`src/design/lbp_pkg.sv`:
```
package lbp_pkg;

    // default line store and frame limits
    localparam int MAX_WIDTH_DEF  = 1024;
    localparam int MAX_HEIGHT_DEF = 4096;

    // field widths
    localparam int PIX_W        = 8;
    localparam int ROW_W        = 12;
    localparam int COL_W        = 10;
    localparam int CODE_W       = 8;
    localparam int WIDTH_REG_W  = 11;
    localparam int HEIGHT_REG_W = 13;
    localparam int CFG_DATA_W   = 13;

    // register reset values
    localparam int WIDTH_RESET  = 640;
    localparam int HEIGHT_RESET = 480;

    // number of result slots per pixel
    localparam int NUM_SLOTS = 4;

    // configuration register indexes
    typedef enum logic [0:0] {
        REG_IMAGE_WIDTH  = 1'b0,
        REG_IMAGE_HEIGHT = 1'b1
    } t_cfg_idx;

    // position of one pixel inside the frame
    typedef struct packed {
        logic [COL_W-1:0] col;
        logic [ROW_W-1:0] row;
        logic             row_end;
        logic             frame_end;
    } t_pos;

    // 3x3 window, grid[y][x], y = 0 is two rows above
    typedef logic [2:0][2:0][PIX_W-1:0] t_grid;

    // one column of the window, [0] two rows above, [2] newest pixel
    typedef logic [2:0][PIX_W-1:0] t_column;

    typedef logic [NUM_SLOTS-1:0][CODE_W-1:0] t_codes;

    // neighbor offsets, clockwise from top-left
    localparam int NB_DY [8] = '{-1, -1, -1, 0, 1, 1, 1, 0};
    localparam int NB_DX [8] = '{-1, 0, 1, 1, 1, 0, -1, -1};

    // lbp code of the center at grid (cy, cx); row_ok/col_ok mark grid
    // rows/columns that lie inside the frame
    function automatic logic [CODE_W-1:0] lbp_code(
        input t_grid      grid,
        input int         cy,
        input int         cx,
        input logic [2:0] row_ok,
        input logic [2:0] col_ok
    );
        logic [CODE_W-1:0] code;
        logic [PIX_W-1:0]  center;
        int                ny;
        int                nx;
        code   = '0;
        center = grid[cy][cx];
        for (int k = 0; k < 8; k++) begin
            ny = cy + NB_DY[k];
            nx = cx + NB_DX[k];
            if (ny >= 0 && ny <= 2 && nx >= 0 && nx <= 2) begin
                if (row_ok[ny] && col_ok[nx] && grid[ny][nx] >= center) begin
                    code[CODE_W-1-k] = 1'b1;
                end
            end
        end
        return code;
    endfunction

endpackage

```
`src/design/lbp_pos_counter.sv`:
```
module lbp_pos_counter #(
    parameter int MAX_WIDTH  = lbp_pkg::MAX_WIDTH_DEF,
    parameter int MAX_HEIGHT = lbp_pkg::MAX_HEIGHT_DEF
) (
    input  logic                            i_clk,
    input  logic                            i_rst_n,
    input  logic                            i_cfg_we,
    input  lbp_pkg::t_cfg_idx               i_cfg_idx,
    input  logic [lbp_pkg::CFG_DATA_W-1:0]  i_cfg_wdata,
    input  logic                            i_adv,
    output lbp_pkg::t_pos                   o_pos
);

    logic [lbp_pkg::WIDTH_REG_W-1:0]  r_width;
    logic [lbp_pkg::HEIGHT_REG_W-1:0] r_height;
    logic [lbp_pkg::COL_W-1:0]        r_col;
    logic [lbp_pkg::ROW_W-1:0]        r_row;
    logic [lbp_pkg::COL_W-1:0]        n_col;
    logic [lbp_pkg::ROW_W-1:0]        n_row;

    logic [lbp_pkg::WIDTH_REG_W-1:0]  w_used;
    logic [lbp_pkg::HEIGHT_REG_W-1:0] h_used;
    logic [lbp_pkg::WIDTH_REG_W-1:0]  w_last;
    logic [lbp_pkg::HEIGHT_REG_W-1:0] h_last;
    logic [lbp_pkg::COL_W-1:0]        jc;
    logic [lbp_pkg::ROW_W-1:0]        ic;
    logic                             row_end;
    logic                             frame_end;

    // configuration registers
    always_ff @(posedge i_clk) begin
        if (!i_rst_n) begin
            r_width  <= lbp_pkg::WIDTH_REG_W'(lbp_pkg::WIDTH_RESET);
            r_height <= lbp_pkg::HEIGHT_REG_W'(lbp_pkg::HEIGHT_RESET);
        end else if (i_cfg_we) begin
            unique case (i_cfg_idx)
                lbp_pkg::REG_IMAGE_WIDTH: begin
                    r_width <= i_cfg_wdata[lbp_pkg::WIDTH_REG_W-1:0];
                end
                lbp_pkg::REG_IMAGE_HEIGHT: begin
                    r_height <= i_cfg_wdata[lbp_pkg::HEIGHT_REG_W-1:0];
                end
                default: begin
                    r_width <= r_width;
                end
            endcase
        end
    end

    // clamp frame size to 1..max
    always_comb begin
        if (r_width == '0) begin
            w_used = lbp_pkg::WIDTH_REG_W'(1);
        end else if (r_width > MAX_WIDTH) begin
            w_used = lbp_pkg::WIDTH_REG_W'(MAX_WIDTH);
        end else begin
            w_used = r_width;
        end
        if (r_height == '0) begin
            h_used = lbp_pkg::HEIGHT_REG_W'(1);
        end else if (r_height > MAX_HEIGHT) begin
            h_used = lbp_pkg::HEIGHT_REG_W'(MAX_HEIGHT);
        end else begin
            h_used = r_height;
        end
    end

    assign w_last = w_used - lbp_pkg::WIDTH_REG_W'(1);
    assign h_last = h_used - lbp_pkg::HEIGHT_REG_W'(1);

    // position of this pixel, pulled back into a shrunk frame
    assign jc = ({1'b0, r_col} >= w_used) ? w_last[lbp_pkg::COL_W-1:0] : r_col;
    assign ic = ({1'b0, r_row} >= h_used) ? h_last[lbp_pkg::ROW_W-1:0] : r_row;
    assign row_end   = ({1'b0, jc} == w_last);
    assign frame_end = ({1'b0, ic} == h_last);

    assign o_pos.col       = jc;
    assign o_pos.row       = ic;
    assign o_pos.row_end   = row_end;
    assign o_pos.frame_end = frame_end;

    // raster counters
    always_comb begin
        if (row_end) begin
            n_col = '0;
            n_row = frame_end ? '0 : ic + lbp_pkg::ROW_W'(1);
        end else begin
            n_col = jc + lbp_pkg::COL_W'(1);
            n_row = ic;
        end
    end

    always_ff @(posedge i_clk) begin
        if (!i_rst_n) begin
            r_col <= '0;
            r_row <= '0;
        end else if (i_adv) begin
            r_col <= n_col;
            r_row <= n_row;
        end
    end

endmodule

```
`config.mk`:
```
export PLATFORM = sky130hd
export DESIGN_NAME = lbp_pos_counter
export DESIGN_NICKNAME = d
export VERILOG_FILES = /design/src/design/lbp_pkg.sv /design/src/design/lbp_pos_counter.sv
export SDC_FILE = /design/constraint.sdc
export NUM_CORES = 1
export LEC_CHECK = 0
export ABC_AREA = 0
export ABC_CLOCK_PERIOD_IN_PS = 4800
export BUFFER_PORTS_ARGS = -buffer_cell sky130_fd_sc_hd__buf_2
export CAP_MARGIN = 30
export CORE_MARGIN = 1
export CORE_UTILIZATION = 45
export CTS_BUF_LIST = sky130_fd_sc_hd__clkbuf_4
export DETAILED_ROUTE_END_ITERATION = 12
export PLACE_DENSITY = 0.67
export SLEW_MARGIN = 30
export SYNTH_ARGS = -nofsm -noshare
export SYNTH_HDL_FRONTEND = slang
export SYNTH_SLANG_ARGS = --single-unit
```
`constraint.sdc`:
```
create_clock -name i_clk -period 4.8 [get_ports i_clk]
set_input_delay 0.24 -clock i_clk [delete_from_list [all_inputs] [get_ports i_clk]]
set_output_delay 0.24 -clock i_clk [all_outputs]
set_load 0.005 [all_outputs]
```
**Yosys cells after proc, flatten, opt, wreduce, memory -nomap -nowiden**

Index checks and enable logic that the tools add are counted.

- Register bits after elaboration: 46
- Input bits: 18
- Word-level logic and storage cells: 28

- Add/sub/neg operators: 4
- Magnitude comparators: 4
- Equality and inequality tests: 2
- Muxes and demuxes: 9
- Bitwise logic cells: 1
- Reduce and logical (&&, ||, !) cells: 4

Operators with widths:

| kind | number |
|---|---|
| $mux 12 | 3 |
| $mux 13 | 2 |
| $mux 11 | 2 |
| $mux 10 | 2 |
| $eq 12x13->1 | 1 |
| $ge 12x13->1 | 1 |
| $gt 13x13->1 const B | 1 |
| $logic_not 13->1 | 1 |
| $sub 13x1->13 const B | 1 |
| $add 12x1->12 const B | 1 |
| $eq 10x11->1 | 1 |
| $ge 10x11->1 | 1 |
| $gt 11x11->1 const B | 1 |
| $logic_not 11->1 | 1 |
| $sub 11x1->11 const B | 1 |
| $add 10x1->10 const B | 1 |
| $reduce_and 2->1 | 2 |
| $not 1->1 | 1 |

**Logic depth before layout (Yosys ltp)**

Gate-level depths: netlist of run 1.

- Depth after elaboration: 8
- Gate-level depth with buffers: 22

**Worst setup path after synthesis of run 1**

OpenSTA, ideal clock, no wires.

- Path kind: flip-flop to flip-flop
- Start: register r_height[2] (netlist bit)
- End: register r_row[4] (netlist bit)
- Arrival time: 4,193 ps
- Required time: 4,697 ps
- Path slack: 503 ps
- Cell stages (with the launch flop): 21
- Buffers on the path: 3
- Path through: dfxtp_1 > buf_6 > nor4_4 > nand3_1 > nor2_1 > o21ai_0 > inv_1 > ha_1 > inv_1 > a21oi_1 > o31ai_1 > o221a_2 > buf_1 > buf_1 > mux2i_1 > ha_1 > inv_1 > nor2_1 > nand3_1 > mux2i_1 > a2111oi_2

RTL lines:

| item | line | source |
|---|---|---|
| from (decl) | lbp_pos_counter.sv:15 | `logic [lbp_pkg::HEIGHT_REG_W-1:0] r_height;` |
| from (signal assigned) | lbp_pos_counter.sv:34 | `r_height <= lbp_pkg::HEIGHT_REG_W'(lbp_pkg::HEIGHT_RESET);` |
| from (signal assigned) | lbp_pos_counter.sv:41 | `r_height <= i_cfg_wdata[lbp_pkg::HEIGHT_REG_W-1:0];` |
| to (signal assigned) | lbp_pos_counter.sv:99 | `r_row <= n_row;` |
| to (decl) | lbp_pos_counter.sv:17 | `logic [lbp_pkg::ROW_W-1:0] r_row;` |

**Worst setup path in the final report of run 1**

- Start: register r_height[12] (netlist bit)
- End: register r_row[4] (netlist bit)

- Cells in the longest elaborated chain, start to end: 8
- Elaborated cells on any way between the ends: 11
- Classes of those cells: add/sub (2); order compare (2); eq/ne (1); mux (5); reduce/logical (1)

Ends and longest elaborated chain:

| item | line | source |
|---|---|---|
| $gt 13x13->1 | lbp_pos_counter.sv:61 | `end else if (r_height > MAX_HEIGHT) begin` |
| $mux 13 | lbp_pos_counter.sv:61 |  |
| $mux 13 (*) | lbp_pos_counter.sv:59 | `if (r_height == '0) begin` |
| $sub 13x1->13 / $ge 12x13->1 (equally long branches) | lbp_pos_counter.sv:69, lbp_pos_counter.sv:73 |  |
| $mux 12 | lbp_pos_counter.sv:73 | `assign ic = ({1'b0, r_row} >= h_used) ? h_last[lbp_pkg::ROW_W-1:0] : r_row;` |
| $add 12x1->12 / $eq 12x13->1 (equally long branches) | lbp_pos_counter.sv:86, lbp_pos_counter.sv:75 |  |
| $mux 12 | lbp_pos_counter.sv:86 | `n_row = frame_end ? '0 : ic + lbp_pkg::ROW_W'(1);` |
| $mux 12 (*) | lbp_pos_counter.sv:84 | `if (row_end) begin` |

Every way passes the cells marked *; elsewhere a longest branch is shown, timed or not.
A chain may end at the register's enable or synchronous reset.

==> results of run 1 <==
-- stage by stage --
step	instance area [um2]	power [uW]	cells	setup WS (ns)	hold WS, ns
finish	4730	1140	741	0.230	0.0966
global route	4730	1210	741	0.0887	0.0858
CTS	4710	1140	740	0.301	0.0898
detailed placement	4650	938	732	0.339	0.486
global placement	4640	925	731	0.505	0.486
floorplan	4420	803	596	0.503	0.364
-- cells in the mapped netlist (4+ instances only) --
cell      instances  area, um2
a211oi_1          4       30.0
a211oi_2          5       62.6
a21o_1            8       60.1
a21oi_1          51        255
a22oi_1           9       67.6
a311oi_1          4       35.0
a31o_2            4       35.0
a31oi_1           5       31.3
a32oi_1           5       43.8
and3_1            6       37.5
buf_1             4       15.0
clkbuf_1         28        105
dfxtp_1          46        921
ha_1             26        325
inv_1            23       86.3
mux2_2            8       90.1
mux2i_1          10        100
nand2_1          81        304
nand2b_1         15       93.8
nand3_1          27        135
nand4_1          12       75.1
nor2_1           49        184
nor2b_1           8       50.1
nor3_1           12       60.1
nor4_1            5       31.3
o211ai_1          5       37.5
o21ai_0          19       95.1
o31ai_1           5       37.5
or2_2             4       25.0
or3_1             6       37.5
xnor2_1          16        140
xor2_1           11       96.3
-- state kept, by name, indices dropped and copies added, names as in the netlist --
signal and flops:
r_width 11, r_row 12, r_height 13, r_col 10
-- layer usage --
| layer | routed length [um] | global-route usage, % | up-vias |
|---|---|---|---|
| met2 | 5940 | 42.3 | 192 |
| met4 | 195 | 5.80 | 0 |
| li1 | - | - | 2210 |
| met3 | 827 | 2.84 | 23 |
| met5 | 0 | 0 | - |
| met1 | 5750 | 34.8 | 2126 |
-- timing repair --
item / in CTS / in global routing
buffers inserted: 0 / 1
endpoints found under the setup margin: 0 / 1
resized for setup: 0 / 1
-- placed cells by master (no fill, tap or decap), types with 3 or more instances in the layout --
cell and n:
a21o_1 8, clkbuf_4 5, dfxtp_1 46, a311oi_1 4
nand4_1 12, nor2b_1 8, o31ai_1 5, o211ai_1 5
a211oi_2 5, or3_1 6, nor4_1 4, a31oi_1 5
o21ai_0 19, and2_1 3, ha_1 26, nand2_1 81
buf_2 41, a211o_1 3, nand2b_1 15, nor4_4 3
a22oi_1 9, xnor2_1 16, inv_1 23, a21oi_1 51
nand3_1 27, buf_4 6, nor3_1 12, or4_1 3
mux2_2 8, or2_2 4, a211oi_1 4, nor2_1 48
and4_1 3, xor2_1 11, a32oi_1 5, and3_1 6
mux2i_1 10, o22ai_1 3, a31o_2 4
-- power groups by stage --
stage	Combinational, uW	Sequential, uW	Clock [uW]
after floorplan	362	441	0
after global placement	456	469	0
after detailed placement	467	470	0
after CTS	470	461	205
after global routing	527	468	217
final	478	464	201
-- area by class of cell --
class	count	share of cell area [%]
Clock buffer	5	0.794
Timing Repair Buffer	48	5.61
Tap cell	129	3.41
Multi-Input combinational cell	485	68.3
Inverter	25	1.99
Clock inverter	3	0.424
Sequential cell	46	19.5
-- worst paths after layout --
kind	slack, ns	cells after the start	start	end
min	0.1	3	i_cfg_wdata[11]	r_height[11]$_SDFFE_PN0P_
min reg2reg	0.55	2	r_height[11]$_SDFFE_PN0P_	r_height[11]$_SDFFE_PN0P_
max reg2reg	0.23	15	r_height[12]$_SDFFE_PN0P_	r_row[4]$_SDFFE_PN0P_
max	0.23	15	r_height[12]$_SDFFE_PN0P_	r_row[4]$_SDFFE_PN0P_
-- worst reg2reg max path, cell delays in order (launching register included) --
cell and delay (ns):
dfxtp_1 0.70, inv_1 0.34, buf_4 0.27, nand2_1 0.08, ha_1 0.25, a21oi_1 0.14
a21boi_0 0.12, o31ai_1 0.45, o221a_2 0.40, mux2i_1 0.39, ha_1 0.26, inv_1 0.05
nor2_1 0.40, nand3_1 0.16, mux2i_1 0.16, a2111oi_2 0.31
-- kinds of logic after synthesis --
kind of cell               Yosys count  synth area share, %
buffers and inverters               65                 6.34
adders and majority gates           26                 7.36
DFF                                 46                 20.8
muxes                               18                 4.30
and+or+nand+nor                    253                 29.7
AOI/OAI and AO/OA                  161                 26.1
xor gates and xnor gates            27                 5.35
==> results.py, run 1 <==
metrics = {
    "power_and_ir_drop": {
        "sequentialPowerShare_pct": 40.6,
        "leakagePower_uw": 0.00197,
        "switching_power_uw": 481,
        "peakVddDrop_uv": 105,
        "combinationalPowerShare_pct": 41.8,
        "p_per_area_nw_per_um2": 242,
        "swShare_pct": 42.1,
        "internal_power_uw": 662,
        "clockPowerShare_pct": 17.6,
    },
    "die": {
        "rows": 35,
        "fp.coreArea_um2": 9370,
        "initial_core_util_pct": 47.2,
        "ioPinCount": 42,
        "die_area_um2": 10200,
        "fp.dieH_um": 101,
        "die_width_um": 101,
    },
    "logic_synthesis": {
        "async_reset_ff_share_pct": 0,
        "ys.flop_type": "dfxtp_1",
        "synthCells": 596,
        "synthDistinctLibCells": 78,
        "syn-num-nets": 640,
        "yosysWarningCount": 0,
        "synth_area_per_cell_um2": 7.42,
        "ys_seq_area_share_pct": 20.8,
        "ys_ff_latch": 46,
        "synth_edf_count": 0,
        "netlist_area_um2": 4420,
    },
    "cells_and_area": {
        "diodes": 0,
        "drive_gt1_share_pct": 15.7,
        "register_area_um2": 921,
        "n_fill_cell": 931,
        "postLayoutCoreUtil_pct": 50.4,
        "nets": 655,
        "multi_input_area_um2": 3230,
        "area_growth_pct": 6.93,
    },
    "clocking": {
        "h-tree-depth": 2,
        "clk_transition_reported_paths_ns": 0.15,
        "cts_buffer_depth": 2,
        "cts.sinks": 46,
        "tritoncts": "yes",
        "cts_buffers": 5,
        "hold_buffers": 0,
        "clk_latency_ns": 0.37,
        "cts_root_buf": "clkbuf_4",
    },
    "worst_setup_path": {
        "cp-end-kind": "register",
        "critPathTopFamily": "compound AO/OA/AOI/OAI gates",
        "worstSetupPathType": "register to register",
        "worst-path-max-fanout": 17,
        "critPathMaxStageDelay_ns": 0.70,
        "timing.critical_path.cells": "inv_1 > buf_4 > nand2_1 > ha_1 > a21oi_1 > a21boi_0 > o31ai_1 > o221a_2 > mux2i_1 > ha_1 > inv_1 > nor2_1 > nand3_1 > mux2i_1 > a2111oi_2",
        "path_buf_inv": 3,
        "start_kind": "register",
        "worst_ep_required_time_ns": 5.08,
        "cp_slowest_cell": "dfxtp_1",
        "cp_data_arrival_time_ns": 4.85,
    },
    "placement": {
        "hpwlAfterDp_mm": 9.67,
        "gp_congestion": 0.951,
        "port_buffers": 41,
    },
    "job": {
        "drv_cap": 0,
    },
    "timing": {
        "setup_viol": 0,
        "worst_pin_slew_ns": 0.830,
        "hold_viol": 0,
        "slew_viol_final": 0,
        "worst_slew_margin_rel_pct": 44.6,
        "max_freq_ghz": 0.219,
        "rsz0062_at_grt": "false",
        "finClkSkew_ns": 0.00769,
        "finalSetupTns_ns": 0,
        "fin_crit_ns": 4.57,
        "fin_crit_sh_pct": 95.2,
    },
    "detailed_routing": {
        "drtPass1Iterations": 5,
        "vias": 4551,
        "avgRoutedWirePerCell_um": 17.2,
        "detail_route.vias_per_cell": 6.14,
        "wl_mm": 12.7,
        "drt_iter0_markers": 350,
        "drc": 0,
        "ant_nets": 0,
    },
    "global_routing": {
        "grt_max_degree": 30,
        "grt-ovfl-total": 0,
        "grt_pass1_vias": 4065,
        "grt_pass1_wl_mm": 20.8,
        "groute.usage.overall_pct": 25.3,
        "antenna_found_initial": 0,
    },
    "status": {
        "status": "complete, no violations",
    },
    "hold_path": {
        "worstHoldPathType": "input pin to register",
    },
}
No activity file was read; power rests on OpenSTA's default activity.
==> inputs of run 2 (changes only) <==
--- a/config.mk
+++ b/config.mk
@@ -13,6 +13,7 @@
 export CORE_UTILIZATION = 45
 export CTS_BUF_LIST = sky130_fd_sc_hd__clkbuf_4
 export DETAILED_ROUTE_END_ITERATION = 12
+export GPL_TIMING_DRIVEN = 0
 export PLACE_DENSITY = 0.67
 export SLEW_MARGIN = 30
 export SYNTH_ARGS = -nofsm -noshare
==> results.py, run 2 (synthesized netlist as in run 1, its figures left out) <==
metrics = {
    "clocking": {
        "cts_root_buf": "clkbuf_4",
        "tritoncts": "yes",
        "hold_buffers": 0,
        "cts_buffer_depth": 2,
        "cts_buffers": 5,
        "cts.sinks": 46,
        "h-tree-depth": 2,
        "clk_latency_ns": 0.39,
        "clk_transition_reported_paths_ns": 0.17,
    },
    "cells_and_area": {
        "nets": 688,
        "area_growth_pct": 11.2,
        "postLayoutCoreUtil_pct": 52.4,
        "final_cell_mix": "nand2_1, a21oi_1, nor2_1, dfxtp_1, buf_2",
        "drive_gt1_share_pct": 17.1,
        "reg_top3": "r_height x13, r_row x12, r_width x11",
        "n_fill_cell": 959,
        "fin_cells": 774,
        "largest_reg_flops": 13,
        "final_common_cell": "nand2_1",
        "diodes": 0,
        "top_register": "r_height",
    },
    "timing": {
        "fin_crit_ns": 4.46,
        "max_freq_ghz": 0.224,
        "slew_viol_final": 0,
        "hold_viol": 0,
        "rsz0062_at_grt": "false",
        "finClkSkew_ns": 0.0161,
        "worst_slew_margin_rel_pct": 49.7,
        "setup_viol": 0,
        "worst_slack_ns": 0.337,
        "fin_crit_sh_pct": 93.0,
        "worst_pin_slew_ns": 0.748,
    },
    "worst_setup_path": {
        "timing.critical_path.cells": "buf_2 > nor4_4 > a31oi_1 > nor2_2 > ha_1 > nand2b_1 > a21o_1 > a211oi_1 > o31a_1 > nor2_1 > clkbuf_1 > a21oi_1 > ha_1 > o21ai_0 > nor3_1 > xnor2_1 > a32o_1",
        "cp_slowest_cell": "nor4_4",
        "critPathMaxStageDelay_ns": 0.52,
        "start_kind": "register",
        "worst-path-max-fanout": 10,
        "cp_data_arrival_time_ns": 4.76,
        "reg2reg_depth": 17,
        "path_buf_inv": 2,
        "worst_ep_required_time_ns": 5.10,
        "critPathTopFamily": "compound AO/OA/AOI/OAI gates",
        "worstSetupPathType": "register to register",
        "path_depth": 17,
        "cp_common_cell": "ha_1",
        "cp-end-kind": "register",
    },
    "hold_path": {
        "holdPathStages": 3,
        "worstHoldPathType": "input pin to register",
    },
    "die": {
        "ioPinCount": 42,
        "fp.dieH_um": 101,
        "rows": 35,
        "die_width_um": 101,
        "die_area_um2": 10200,
        "fp.coreArea_um2": 9370,
        "initial_core_util_pct": 47.2,
    },
    "detailed_routing": {
        "ant_nets": 0,
        "drt_iter0_markers": 226,
        "drc": 0,
        "wl_mm": 13.6,
        "vias": 4659,
        "avgRoutedWirePerCell_um": 17.5,
        "detail_route.vias_per_cell": 6.02,
        "drtPass1Iterations": 7,
    },
    "global_routing": {
        "grt_max_degree": 25,
        "grt-ovfl-total": 0,
        "antenna_found_initial": 0,
        "groute.usage.overall_pct": 26.8,
        "grt_pass1_vias": 4267,
        "grt_pass1_wl_mm": 21.8,
    },
    "placement": {
        "gp_congestion": 0.918,
        "port_buffers": 40,
        "hpwlAfterDp_mm": 10.5,
        "dp_slack_ns": -0.597,
        "dp.cells": 765,
    },
    "power_and_ir_drop": {
        "peakVddDrop_uv": 131,
        "p_per_area_nw_per_um2": 240,
        "leakagePower_uw": 0.00204,
    },
    "status": {
        "status": "complete, no violations",
    },
    "job": {
        "drv_cap": 0,
    },
}
-- run 2: changes by cell type in the layout (fill, tap and decap cells not counted), moves of 2 or more --
cell / change
clkbuf_1: +24
buf_6: +3
clkbuf_2: +3
buf_2: +2
nor2_1: -2
nor2_2: +2
-- run 2: worst register-to-register path, stage by stage (launching register included) --
cell and delay, ns:
dfxtp_1 0.33, buf_2 0.17, nor4_4 0.52, a31oi_1 0.17
nor2_2 0.26, ha_1 0.29, nand2b_1 0.14, a21o_1 0.17
a211oi_1 0.31, o31a_1 0.22, nor2_1 0.13, clkbuf_1 0.27
a21oi_1 0.28, ha_1 0.27, o21ai_0 0.22, nor3_1 0.28
xnor2_1 0.10, a32o_1 0.23
-- run 2: power by group --
part           total, uW  internal, uW  switching [uW]  leakage, uW
Clock                213          59.0             154    0.0000278
Combinational        515           211             304      0.00164
Sequential           453           406            46.4     0.000377
Total               1180           676             504      0.00204
-- run 2: path summary, 6_finish.rpt --
| kind | start | slack [ns] | endpoint |
|---|---|---|---|
| hold reg to reg | r_width[1]$_SDFFE_PN0P_ | 0.53 | r_width[1]$_SDFFE_PN0P_ |
| setup / recovery | r_width[6]$_SDFFE_PN0P_ | 0.34 | r_col[8]$_SDFFE_PN0P_ |
| hold / removal | i_cfg_wdata[12] | 0.09 | r_height[12]$_SDFFE_PN0P_ |
| setup reg to reg | r_width[6]$_SDFFE_PN0P_ | 0.34 | r_col[8]$_SDFFE_PN0P_ |
-- run 2: area by class of cell --
class	instances	area [um2]	area share (%)
Buffer	37	180	3.67
Clock buffer	5	37.5	0.764
Clock inverter	3	23.8	0.484
Inverter	25	93.8	1.91
Multi-Input combinational cell	485	3270	66.5
Sequential cell	46	921	18.7
Tap cell	129	161	3.28
Timing Repair Buffer	44	230	4.69
-- run 2: through the flow --
step	setup TNS (ns)	hold WS, ns	total power, uW	area (um2)
6_report	0	0.0865	1180	4910
5_1_grt	0	0.0662	1260	4910
3_3_place_gp	-2.31	0.489	940	4780
3_5_place_dp	-2.73	0.492	954	4780
2_1_floorplan	0	0.364	803	4420
4_1_cts	0	0.0736	1170	4860
-- run 2: routing by layer --
layer	global-route usage [%]	wire length [um]	part of all wire, %
met1	36.2	6120	45
met2	43.8	6340	47
met3	4.44	806	5.9
met4	7.58	284	2.1
met5	0	0	0
-- run 2: timing repair --
item                                    4_1_cts  5_1_grt
resized for setup                             4       14
setup buffers                                 2        2
pin swaps                                     1        1
hold endpoints to repair                      0        0
endpoints found under the setup margin       13       12
==> inputs of run 3 (changes only) <==
--- a/config.mk
+++ b/config.mk
@@ -14,6 +14,7 @@
 export CTS_BUF_LIST = sky130_fd_sc_hd__clkbuf_4
 export DETAILED_ROUTE_END_ITERATION = 12
 export GPL_TIMING_DRIVEN = 0
+export MAX_ROUTING_LAYER = met4
 export PLACE_DENSITY = 0.67
 export SLEW_MARGIN = 30
 export SYNTH_ARGS = -nofsm -noshare
==> results.py, run 3 (synthesized netlist as in run 1, its figures left out) <==
metrics = {
    "cells_and_area": {
        "top_register": "r_height",
        "drive_gt1_share_pct": 17.7,
        "nets": 688,
        "largest_reg_flops": 13,
        "final_cell_mix": "nand2_1, a21oi_1, nor2_1, dfxtp_1, buf_2",
        "multi_input_area_um2": 3250,
        "final_area_um2": 4910,
        "area_growth_pct": 11.1,
        "diodes": 0,
        "final_common_cell": "nand2_1",
        "fin_cells": 774,
        "reg_top3": "r_height x13, r_row x12, r_width x11",
        "register_area_um2": 922,
        "n_fill_cell": 978,
        "postLayoutCoreUtil_pct": 52.4,
    },
    "timing": {
        "worst_pin_slew_ns": 0.742,
        "hold_viol": 0,
        "setup_viol": 0,
        "slew_viol_final": 0,
        "finClkSkew_ns": 0.0348,
        "fin_crit_ns": 4.49,
        "rsz0062_at_grt": "false",
        "worst_slew_margin_rel_pct": 50.1,
        "worst_slack_ns": 0.306,
        "max_freq_ghz": 0.223,
        "fin_crit_sh_pct": 93.6,
    },
    "global_routing": {
        "grt-ovfl-total": 0,
        "grt_max_degree": 17,
        "grt_pass1_wl_mm": 22.3,
        "grt_pass1_vias": 4399,
        "antenna_found_initial": 0,
        "groute.usage.overall_pct": 28.4,
    },
    "detailed_routing": {
        "drt_iter0_markers": 204,
        "avgRoutedWirePerCell_um": 17.7,
        "drc": 0,
        "detail_route.vias_per_cell": 6.10,
        "drtPass1Iterations": 5,
        "ant_nets": 0,
        "vias": 4720,
        "wl_mm": 13.7,
    },
    "die": {
        "die_area_um2": 10200,
        "fp.dieH_um": 101,
        "initial_core_util_pct": 47.2,
        "die_width_um": 101,
        "fp.coreArea_um2": 9370,
        "rows": 35,
        "ioPinCount": 42,
    },
    "clocking": {
        "cts_root_buf": "clkbuf_4",
        "cts.sinks": 46,
        "cts_buffers": 5,
        "hold_buffers": 0,
        "tritoncts": "yes",
        "h-tree-depth": 2,
        "clk_latency_ns": 0.40,
        "clk_transition_reported_paths_ns": 0.18,
        "cts_buffer_depth": 2,
    },
    "worst_setup_path": {
        "path_depth": 16,
        "start_kind": "register",
        "worstSetupPathType": "register to register",
        "reg2reg_slack_ns": 0.31,
        "worst_ep_required_time_ns": 5.08,
        "critPathMaxStageDelay_ns": 0.58,
        "critPathLaunch": "r_width[10]$_SDFFE_PN0P_",
        "rr_startpoint": "r_width[10]$_SDFFE_PN0P_",
        "cp_data_arrival_time_ns": 4.77,
        "timing.critical_path.cells": "buf_2 > clkbuf_2 > nand2b_1 > ha_1 > a21o_1 > a21o_1 > a2111oi_1 > o31a_1 > nor2_1 > clkbuf_2 > a21oi_1 > ha_1 > o21ai_0 > nor3_1 > xnor2_1 > a32o_1",
        "r2r-end": "r_col[8]$_SDFFE_PN0P_",
        "path_buf_inv": 3,
        "worst-path-max-fanout": 11,
        "cp-end-kind": "register",
        "critPathTopFamily": "compound AO/OA/AOI/OAI gates",
        "endpoint": "r_col[8]$_SDFFE_PN0P_",
        "cp_slowest_cell": "dfxtp_1",
        "reg2reg_depth": 16,
    },
    "placement": {
        "port_buffers": 40,
        "gp_congestion": 0.926,
        "hpwlAfterDp_mm": 10.7,
        "dp_slack_ns": -0.664,
        "dp.cells": 765,
        "dpl-instance-area_um2": 4780,
    },
    "power_and_ir_drop": {
        "p_per_area_nw_per_um2": 241,
        "leakagePower_uw": 0.00205,
        "combinationalPowerShare_pct": 43.2,
        "clockPowerShare_pct": 18.1,
        "internal_power_uw": 679,
        "sequentialPowerShare_pct": 38.7,
        "peakVddDrop_uv": 112,
        "switching_power_uw": 506,
        "swShare_pct": 42.7,
    },
    "hold_path": {
        "worstHoldPathType": "input pin to register",
    },
    "job": {
        "drv_cap": 0,
    },
    "status": {
        "status": "complete, no violations",
    },
}
-- run 3: metrics by stage --
| step | TNS, ns | hold slack (ns) | power, uW |
|---|---|---|---|
| 2_1_floorplan | 0 | 0.364 | 803 |
| 3_3_place_gp | -2.36 | 0.487 | 941 |
| 3_5_place_dp | -2.95 | 0.492 | 955 |
| 4_1_cts | 0 | 0.0665 | 1170 |
| 5_1_grt | 0 | 0.0477 | 1260 |
| 6_report | 0 | 0.0693 | 1180 |
-- run 3: layer usage --
metal	global-route usage (%)	vias up	routed length, um
met5	-	-	0
met4	9.03	0	332
met3	3.40	33	653
met2	46.3	156	6450
met1	36.6	2251	6260
li1	-	2280	-
-- run 3: timing repair --
action / 4_1_cts / 5_1_grt
gates resized for setup: 5 / 14
buffers inserted: 3 / 3
pin swaps: 1 / 1
setup endpoints to repair: 19 / 9
-- run 3: power groups by stage --
stage,logic [uW],clock network (uW),registers (uW)
5_1_grt,566,237,461
3_5_place_dp,497,0,458
4_1_cts,505,218,450
2_1_floorplan,362,0,441
3_3_place_gp,484,0,457
6_report,512,215,458
-- run 3: worst min path at each step --
stage                     from                   endpoint  depth (start not counted)
2_1_floorplan   i_cfg_wdata[7]   r_height[7]$_SDFFE_PN1P_                          2
3_3_place_gp   i_cfg_wdata[11]  r_height[11]$_SDFFE_PN0P_                          3
3_5_place_dp   i_cfg_wdata[12]  r_height[12]$_SDFFE_PN0P_                          3
4_1_cts        i_cfg_wdata[11]  r_height[11]$_SDFFE_PN0P_                          3
5_1_grt        i_cfg_wdata[12]  r_height[12]$_SDFFE_PN0P_                          3
6_report       i_cfg_wdata[12]  r_height[12]$_SDFFE_PN0P_                          3
-- run 3: area by class of cell --
class | instances | area share, %
buffer | 35 | 3.57
timing repair buffer | 46 | 4.99
sequential | 46 | 18.8
tap | 129 | 3.29
multi-input combinational | 485 | 66.2
inverter | 25 | 1.91
clock buffer | 5 | 0.764
clock inverter | 3 | 0.484
-- run 3: worst reg2reg max path, delay by kind of cell (launching register included) --
family | cells | cell delay [ns]
flip-flops | 1 | 0.58
adder cells (fa/ha/maj) | 2 | 0.50
buffers and inverters | 3 | 0.81
XOR/XNOR | 1 | 0.10
AND/OR/NAND/NOR | 3 | 0.54
AO/OA/AOI/OAI | 7 | 1.84
